[src/hw/rtl/circular_fifo_one_slot_empty_top_assert.svh]
// Assertion macros for the ring-buffer FIFO.
// Included by the top level; synthesis builds see empty bodies.
`ifndef CIRCULAR_FIFO_ONE_SLOT_EMPTY_TOP_ASSERT_SVH
`define CIRCULAR_FIFO_ONE_SLOT_EMPTY_TOP_ASSERT_SVH
`ifndef SYNTHESIS
// Same-cycle implication, disabled during reset.
`define CFOSE_ASSERT_IMPL(label, clk, rst_n, a, b, msg) \
  label: assert property (@(posedge clk) disable iff (!rst_n) (a) |-> (b)) else $error(msg);
// Next-cycle implication, disabled during reset.
`define CFOSE_ASSERT_NEXT(label, clk, rst_n, a, b, msg) \
  label: assert property (@(posedge clk) disable iff (!rst_n) (a) |=> (b)) else $error(msg);
`else
`define CFOSE_ASSERT_IMPL(label, clk, rst_n, a, b, msg)
`define CFOSE_ASSERT_NEXT(label, clk, rst_n, a, b, msg)
`endif
`endif

[src/hw/rtl/cfose_pkg.sv]
// Shared types and constants of the ring-buffer FIFO.
// No dependencies; used by every module of the block.
package cfose_pkg;

  localparam int DEF_MAX_SLOTS = 64;
  localparam int CFG_W         = 7;
  localparam int WORD_W        = 64;
  localparam int ITEM_W        = 2 * WORD_W;
  localparam int FREE_W        = 6;
  localparam int OP_W          = 2;
  localparam int OUT_TDATA_W   = 136;

  // Operation codes carried in the input tuser.
  localparam logic [OP_W-1:0] OP_PUT   = 2'd0;
  localparam logic [OP_W-1:0] OP_GET   = 2'd1;
  localparam logic [OP_W-1:0] OP_DRAIN = 2'd2;

  // Memory access strobes from the controller.
  typedef struct packed {
    logic wr_en;
    logic rd_en;
  } mem_cmd_t;

  // One result item.
  typedef struct packed {
    logic              success;
    logic [WORD_W-1:0] data_real;
    logic [WORD_W-1:0] data_imag;
    logic [FREE_W-1:0] free_slots;
    logic              last;
  } result_t;

endpackage

[src/hw/rtl/cfose_ctrl.sv]
// Controller of the ring-buffer FIFO: pointers, occupancy, length and result register.
// Depends on cfose_pkg; drives the cfose_mem store.
module cfose_ctrl #(
  parameter int MAX_SLOTS = cfose_pkg::DEF_MAX_SLOTS,
  parameter int PTR_W     = $clog2(MAX_SLOTS),
  parameter int LEN_W     = $clog2(MAX_SLOTS + 1)
) (
  input  logic                         clk,
  input  logic                         rst_n,
  input  logic                         in_valid,
  output logic                         in_ready,
  input  logic [cfose_pkg::OP_W-1:0]   in_op,
  input  logic                         cfg_wr_en,
  input  logic [cfose_pkg::CFG_W-1:0]  cfg_wr_data,
  output cfose_pkg::mem_cmd_t          mem_cmd,
  output logic [PTR_W-1:0]             wr_addr,
  output logic [PTR_W-1:0]             rd_addr,
  input  logic [cfose_pkg::ITEM_W-1:0] rd_data,
  output logic                         out_valid,
  input  logic                         out_ready,
  output cfose_pkg::result_t           out_res
);
  import cfose_pkg::*;

  typedef enum logic [2:0] {
    S_IDLE  = 3'b001,
    S_FETCH = 3'b010,
    S_NEXT  = 3'b100
  } state_t;

  state_t           state_r, state_nxt;
  logic [PTR_W-1:0] wptr_r, wptr_nxt;
  logic [PTR_W-1:0] rptr_r, rptr_nxt;
  logic [PTR_W-1:0] occ_r, occ_nxt;
  logic [LEN_W-1:0] len_r, len_nxt;
  logic             drain_r, drain_nxt;
  logic             out_valid_r, out_valid_nxt;
  result_t          res_r, res_nxt;

  logic out_free, accept, empty, full, load;

  // Pointer step that wraps at the configured length.
  function automatic logic [PTR_W-1:0] advance(input logic [PTR_W-1:0] p,
                                               input logic [LEN_W-1:0] len);
    logic [LEN_W-1:0] n;
    n = LEN_W'(p) + LEN_W'(1);
    if (n >= len) begin
      return '0;
    end
    return n[PTR_W-1:0];
  endfunction

  // Free slots for a given occupancy.
  function automatic logic [FREE_W-1:0] free_of(input logic [PTR_W-1:0] occ,
                                                input logic [LEN_W-1:0] len);
    logic [CFG_W-1:0] f;
    f = CFG_W'(len) - CFG_W'(1) - CFG_W'(occ);
    return f[FREE_W-1:0];
  endfunction

  assign out_free = !out_valid_r || out_ready;
  assign in_ready = (state_r == S_IDLE) && out_free;
  assign accept   = in_valid && in_ready;
  assign empty    = (occ_r == '0);
  assign full     = ((LEN_W'(occ_r) + LEN_W'(1)) == len_r);
  assign wr_addr  = wptr_r;
  assign rd_addr  = rptr_r;

  // Sequencing of puts, gets and drains.
  always_comb begin
    state_nxt     = state_r;
    wptr_nxt      = wptr_r;
    rptr_nxt      = rptr_r;
    occ_nxt       = occ_r;
    len_nxt       = len_r;
    drain_nxt     = drain_r;
    res_nxt       = res_r;
    load          = 1'b0;
    mem_cmd.wr_en = 1'b0;
    mem_cmd.rd_en = 1'b0;
    case (state_r)
      S_IDLE: begin
        if (accept) begin
          if (in_op == OP_PUT) begin
            load               = 1'b1;
            res_nxt.data_real  = '0;
            res_nxt.data_imag  = '0;
            res_nxt.last       = 1'b1;
            res_nxt.success    = !full;
            res_nxt.free_slots = free_of(occ_r, len_r);
            if (!full) begin
              mem_cmd.wr_en      = 1'b1;
              wptr_nxt           = advance(wptr_r, len_r);
              occ_nxt            = occ_r + PTR_W'(1);
              res_nxt.free_slots = free_of(occ_r + PTR_W'(1), len_r);
            end
          end else if ((in_op == OP_GET || in_op == OP_DRAIN) && !empty) begin
            mem_cmd.rd_en = 1'b1;
            rptr_nxt      = advance(rptr_r, len_r);
            occ_nxt       = occ_r - PTR_W'(1);
            drain_nxt     = (in_op == OP_DRAIN);
            state_nxt     = S_FETCH;
          end else begin
            // Get or drain of an empty buffer, or an unused code.
            load               = 1'b1;
            res_nxt.success    = 1'b0;
            res_nxt.data_real  = '0;
            res_nxt.data_imag  = '0;
            res_nxt.free_slots = free_of(occ_r, len_r);
            res_nxt.last       = 1'b1;
          end
        end else if (cfg_wr_en && empty) begin
          // A length change is taken only while empty and rewinds both pointers.
          wptr_nxt = '0;
          rptr_nxt = '0;
          if (cfg_wr_data < CFG_W'(2)) begin
            len_nxt = LEN_W'(2);
          end else if (cfg_wr_data > CFG_W'(MAX_SLOTS)) begin
            len_nxt = LEN_W'(MAX_SLOTS);
          end else begin
            len_nxt = cfg_wr_data[LEN_W-1:0];
          end
        end
      end
      S_FETCH: begin
        // Read data has arrived; the result register is free here.
        load               = 1'b1;
        res_nxt.success    = 1'b1;
        res_nxt.data_real  = rd_data[WORD_W-1:0];
        res_nxt.data_imag  = rd_data[ITEM_W-1:WORD_W];
        res_nxt.free_slots = free_of(occ_r, len_r);
        res_nxt.last       = !drain_r || empty;
        state_nxt          = (!drain_r || empty) ? S_IDLE : S_NEXT;
      end
      S_NEXT: begin
        // Next drain read once the result register can take it.
        if (out_free) begin
          mem_cmd.rd_en = 1'b1;
          rptr_nxt      = advance(rptr_r, len_r);
          occ_nxt       = occ_r - PTR_W'(1);
          state_nxt     = S_FETCH;
        end
      end
      default: begin
        state_nxt = S_IDLE;
      end
    endcase
  end

  // Result register handshake.
  always_comb begin
    if (load) begin
      out_valid_nxt = 1'b1;
    end else if (out_ready) begin
      out_valid_nxt = 1'b0;
    end else begin
      out_valid_nxt = out_valid_r;
    end
  end

  // Control state.
  always_ff @(posedge clk) begin
    if (!rst_n) begin
      state_r     <= S_IDLE;
      wptr_r      <= '0;
      rptr_r      <= '0;
      occ_r       <= '0;
      len_r       <= LEN_W'(MAX_SLOTS);
      drain_r     <= 1'b0;
      out_valid_r <= 1'b0;
    end else begin
      state_r     <= state_nxt;
      wptr_r      <= wptr_nxt;
      rptr_r      <= rptr_nxt;
      occ_r       <= occ_nxt;
      len_r       <= len_nxt;
      drain_r     <= drain_nxt;
      out_valid_r <= out_valid_nxt;
    end
  end

  // Result payload.
  always_ff @(posedge clk) begin
    if (load) begin
      res_r <= res_nxt;
    end
  end

  assign out_valid = out_valid_r;
  assign out_res   = res_r;

endmodule

[config.mk]
export PLATFORM = sky130hd
export DESIGN_NAME = cfose_ctrl
export DESIGN_NICKNAME = d
export VERILOG_FILES = /design/src/hw/rtl/circular_fifo_one_slot_empty_top_assert.svh /design/src/hw/rtl/cfose_pkg.sv /design/src/hw/rtl/cfose_ctrl.sv
export SDC_FILE = /design/constraint.sdc
export NUM_CORES = 1
export LEC_CHECK = 0
export BUFFER_PORTS_ARGS = -buffer_cell sky130_fd_sc_hd__buf_4
export CAP_MARGIN = 10
export CORE_MARGIN = 10
export CORE_UTILIZATION = 49
export DETAILED_ROUTE_END_ITERATION = 8
export PLACE_DENSITY = 0.89
export RECOVER_POWER = 25
export SLEW_MARGIN = 20
export SYNTH_ARGS = -nofsm -noshare
export SYNTH_HDL_FRONTEND = slang
export SYNTH_SLANG_ARGS = --single-unit
[constraint.sdc]
create_clock -name clk -period 5 [get_ports clk]
set_clock_uncertainty 0.15 [all_clocks]
set_input_delay 1 -clock clk [delete_from_list [all_inputs] [get_ports clk]]
set_output_delay 1 -clock clk [all_outputs]
set_load 0.01 [all_outputs]
== Word level (Yosys, flattened, before mapping) ==
Cells that the tools add are included.
Operators by class
  multiplexer cells: 59
  equality and inequality tests: 18
  reductions and logical operators: 24
  bitwise operators: 2
  magnitude comparators: 4
  $add $sub $neg: 8
Operators by type and width (count)
  2-to-1 mux 136 bit: 3
  one-hot mux 136 bit (2 select lines): 1
  2-to-1 mux 6 bit: 19
  one-hot mux 6 bit (2 select lines): 2
  2-to-1 mux 1 bit: 23
  adder 6 x 1 -> 7 bit (second input constant): 3
  AND reduction 4 bit: 4
  2-to-1 mux 3 bit: 5
  >= comparator 7 bit: 2
  2-to-1 mux 7 bit: 2
  subtractor 6 x 1 -> 6 bit (second input constant): 2
  subtractor 6 bit: 2
  AND reduction 5 bit: 2
  inequality test 3 bit (second input constant): 3
  one-hot mux 3 bit (3 select lines): 1
  inequality test 2 bit (second input constant): 4
  nonzero test 2 bit: 4
  == test 7 bit: 1
  greater-than comparator 7 bit (second input constant): 1
  < comparator 7 x 2 -> 1 bit (second input constant): 1
  adder 6 x 1 -> 6 bit (second input constant): 1
  zero test 6 bit: 1
  inequality test 3 x 2 -> 1 bit (second input constant): 2
  logical AND 1 bit: 4
  other kinds (14): 22
Word-level totals
  register bits after elaboration: 166
  input port bits: 142
  output and inout bits: 152
  word-level logic and storage cells: 127

== Logic depth before layout (Yosys ltp) ==
  depth after elaboration: 12
  mapped depth: 11

== Worst setup path before layout ==
OpenSTA, ideal clock, no wires.
  path type: input port to flip-flop
  start: input port in_op[0] (netlist bit)
  end: register res_r, in the netlist out_res[0], enable pin
  slack: 0.988 ns
  path buffers: 1
  stages on the path: 6
  arrival: 3.423 ns
  library setup time: 0.439 ns
  data required time: 4.411 ns
  cells stage by stage: inv_1 -> ha_1 -> clkbuf_1 -> nor2b_1 -> a21oi_1 -> or2_2
On the way
  cells in the longest elaborated chain, start to end: 8
Ends and longest elaborated chain
  start, declared: line cfose_ctrl.sv:12  | input logic [cfose_pkg::OP_W-1:0] in_op,
  == test 2 x 1 -> 1 bit / == test 2 bit (equally long branches): line cfose_ctrl.sv:97  | end else if ((in_op == OP_GET || in_op == OP_DRAIN) && !empty) begin
  logical OR 1 bit: line cfose_ctrl.sv:97
  logical AND 1 bit: line cfose_ctrl.sv:97
  2-to-1 mux 1 bit: line cfose_ctrl.sv:97
  2-to-1 mux 1 bit: line cfose_ctrl.sv:84  | if (in_op == OP_PUT) begin
  2-to-1 mux 1 bit: line cfose_ctrl.sv:83  | if (accept) begin
  one-hot mux 1 bit (2 select lines): line cfose_ctrl.sv:81  | case (state_r)
  AND reduction 4 bit (no source line) (*)
  end signal, assigned: line cfose_ctrl.sv:185  | res_r <= res_nxt;
  end, declared: line cfose_ctrl.sv:38  | result_t res_r, res_nxt;
Mark *: on every way between the ends. The rest lies on a longest branch, timed or not.
A chain may end at the register's enable or synchronous reset.

==> out/metrics.cfg <==
[run_status]
status=complete, but fails checks
violations=max-capacitance violations, max-slew violations

[min_path]
whs_endpoint=wr_addr[5]$_SDFFE_PN0P_
hold_path.class=reg -> reg
holdCritStartpoint=wr_addr[5]$_SDFFE_PN0P_
worstHoldPathCells=2

[synthesis]
synth_flop_cell=edfxtp_1
synth-edff-count=136
synth_area_leader_cell=edfxtp_1
netlist.area_leader.share=0.530
ys_seq_elements=166
seq_area_frac_synth=0.608
synth_cell_types=52
synthesis.area_mm2=0.00770
async_flop_share=0
synth_area_per_cell_um2=12.4
synth_nets=797
ys.warnings.count=0
synthesis.instances=622
ys_top_cells_by_area=edfxtp_1 (53%), and3_1 (11%), dfxtp_1 (7.8%), ha_1 (5.0%), xnor2_1 (2.8%)

[floorplanning]
fp.dieH_um=145
die_x_um=145
start_util=0.503
die-area_mm2=0.0211
core_area_mm2=0.0153
pin_count=294
rows=45

[sta]
report.final.slew_viol_count=129
worst_pin_slew_ns=2.03
setup_violations=0
layout_min_cycle_time_ns=3.71
tns_ns=0
rsz0062_at_grt=no
whs_ns=0.377
relSlewSlack=-0.356
fmax_ghz=0.270
min_period_over_period=0.741
hold_violations=0

[clock_network]
cts-resized-gates=0
clk_latency_ns=0.41
ctsHoldBuffers=0
cts_buffer_depth=2
cts_setup_buffers=0
clk_pin_slew_ns=0.06
cts_made_buffers=17
htree_levels=4
clock_sinks=166
cts_tree=done
root_buffer=clkbuf_16

[placed_design]
gp_congestion=0.908
placed_area_mm2=0.0101
hpwlAfterDp_mm=17.4
io_buffers=293

[grt]
grt_pass1_wl_mm=34.6
grt_start_max_net_pins=135
grt.overflow.total=0
antenna_found_initial=0
grt_pass1_vias=5961
grt_usage=0.206

[drt]
num_vias=5997
drt_pre_antenna_iters=5
ant_nets=0
drt_iter0_markers=417
wl_per_cell_um=20.5
vias_per_cell=5.34
drt_wl_total_mm=23.0
drcViolationCount=0

[power_and_ir_drop]
p_seq_frac=0.404
p_int_w=0.00396
comb_power_share=0.414
total_power_w=0.00629
power_density_mw_per_mm2=595
ir_worst_vdd_mv=0.576
clockPowerShare=0.182
switching_power_w=0.00232
cellLeakagePower_nw=4.92
swShare=0.370

[setup_path]
cp_num_buf_inv=1
worstPathArrival_ns=2.56
critPathMaxStageDelay_ns=0.65
cp_max_fo=134
slowest_stage=dfxtp_4
r2r-end=out_res[6]$_DFFE_PP_
critPathRequiredTime_ns=3.85
r2r_setup_slack_ns=1.66
r2r_start=len_r[0]$_SDFFE_PN0P_
critPathKind=reg -> out
crit_chain=nor3b_1, and3_1, nand3_1, o21ai_1, buf_4
reg2reg_depth=11
worstSetupStartpointType=register
cp-end-kind=output pin
crit_family=simple AND/OR/NAND/NOR gates

[finish]
final_common_cell=buf_4
drive_gt1_frac=0.379
area_growth_syn_to_layout_pct=37.2
diodes=0
fin_nets=1075
nFillCells=1106
stdcell_area_mm2=0.0106
final_cell_mix=buf_4 (295), edfxtp_1 (136), and3_1 (131)

[flow_run]
cap_violations=1

==> Yosys cell counts, types with 2 or more instances <==
master,instances
edfxtp_1,136
and3_1,131
clkbuf_1,35
nand2_1,33
ha_1,31
dfxtp_1,30
inv_1,25
xnor2_1,25
a21oi_1,18
nand3_1,16
nor2b_1,13
nor2_1,11
o21ai_0,11
xor2_1,11
a21o_1,10
a21boi_0,6
mux2i_1,6
nor3_1,6
nand2b_1,5
o22ai_1,5
a21boi_2,4
a22oi_1,4
and2_1,4
nand2b_4,4
a2111oi_0,3
nand3b_1,3
nor3b_1,3
or3_1,3
a31o_2,2
buf_2,2
fa_1,2
o21bai_1,2
or3_2,2
or3b_2,2
==> area by class of cell <==
type / count / area, um^2 / share of cell area
flip-flops and latches: 166 / 4690 / 0.443
multi-input cells: 393 / 2780 / 0.263
repair buffers: 297 / 2240 / 0.212
clock buffers: 18 / 429 / 0.0406
well taps: 211 / 264 / 0.0250
inverters: 25 / 93.8 / 0.00888
clock inverters: 13 / 80.1 / 0.00757
==> stage by stage <==
| stage | instances | worst slack (ns) | utilization |
|---|---|---|---|
| 5_1_grt | 1123 | 1.07 | 0.690 |
| 2_1_floorplan | 622 | 0.988 | - |
| 3_5_place_dp | 1092 | 1.61 | 0.658 |
| 3_3_place_gp | 1092 | 1.65 | 0.658 |
| 4_1_cts | 1123 | 1.30 | 0.691 |
| 6_report | 1123 | 1.29 | 0.690 |
==> worst max-delay path by stage <==
| stage | slack [ns] | end | start | cells after the start |
|---|---|---|---|---|
| after floorplan | 0.99 | out_res[0]$_SDFFCE_PN1P_ | in_op[0] | 6 |
| final | 1.29 | mem_cmd[0] | state_r[1]$_SDFFE_PN0P_ | 5 |
| after detailed placement | 1.61 | out_res[39]$_SDFFCE_PN0P_ | in_op[0] | 7 |
| after global routing | 1.07 | mem_cmd[0] | state_r[1]$_SDFFE_PN0P_ | 5 |
| after global placement | 1.65 | out_res[39]$_SDFFCE_PN0P_ | in_op[0] | 7 |
| after CTS | 1.30 | mem_cmd[0] | state_r[1]$_SDFFE_PN0P_ | 5 |
==> worst register-to-register path, stage by stage, from the launching register on <==
cell and delay [ns]:
dfxtp_1 0.50, inv_1 0.10, ha_1 0.36, inv_1 0.11, ha_1 0.29, nor2b_1 0.13
o21ai_0 0.30, a2111oi_0 0.16, a2111oi_0 0.49, xor2_1 0.21, mux2i_1 0.11, xnor2_1 0.16
==> power groups by stage <==
stage               sequential [W]  clock [W]  combinational, W
finish                     0.00254    0.00114           0.00260
global route               0.00261    0.00121           0.00283
CTS                        0.00254    0.00116           0.00263
detailed placement         0.00256          0           0.00262
global placement           0.00253          0           0.00257
floorplan                  0.00270          0           0.00122
==> state kept, by name, indices dropped and copies added, names as in the netlist <==
| name | count |
|---|---|
| occ_r | 6 |
| out_valid | 1 |
| drain_r | 1 |
| len_r | 7 |
| out_res | 136 |
| wr_addr | 6 |
| rd_addr | 6 |
| state_r | 3 |
==> logic make-up (layout without fill, tap and decap cells) <==
| kind of cell | count (synthesis) | after routing | share of synthesized area |
|---|---|---|---|
| mux | 6 | 6 | 0.00780 |
| compound gates | 75 | 75 | 0.0682 |
| flops | 166 | 166 | 0.608 |
| xor+xnor | 36 | 36 | 0.0409 |
| simple gates | 243 | 243 | 0.188 |
| fa+ha+maj | 33 | 33 | 0.0555 |
| buf+inv | 63 | 353 | 0.0320 |
==> metal layers <==
layer	global-route usage	share of wire
met1	0.239	0.39
met2	0.354	0.51
met3	0.0658	0.073
met4	0.0657	0.026
met5	0	0
Power figures use the tool's default switching activity.
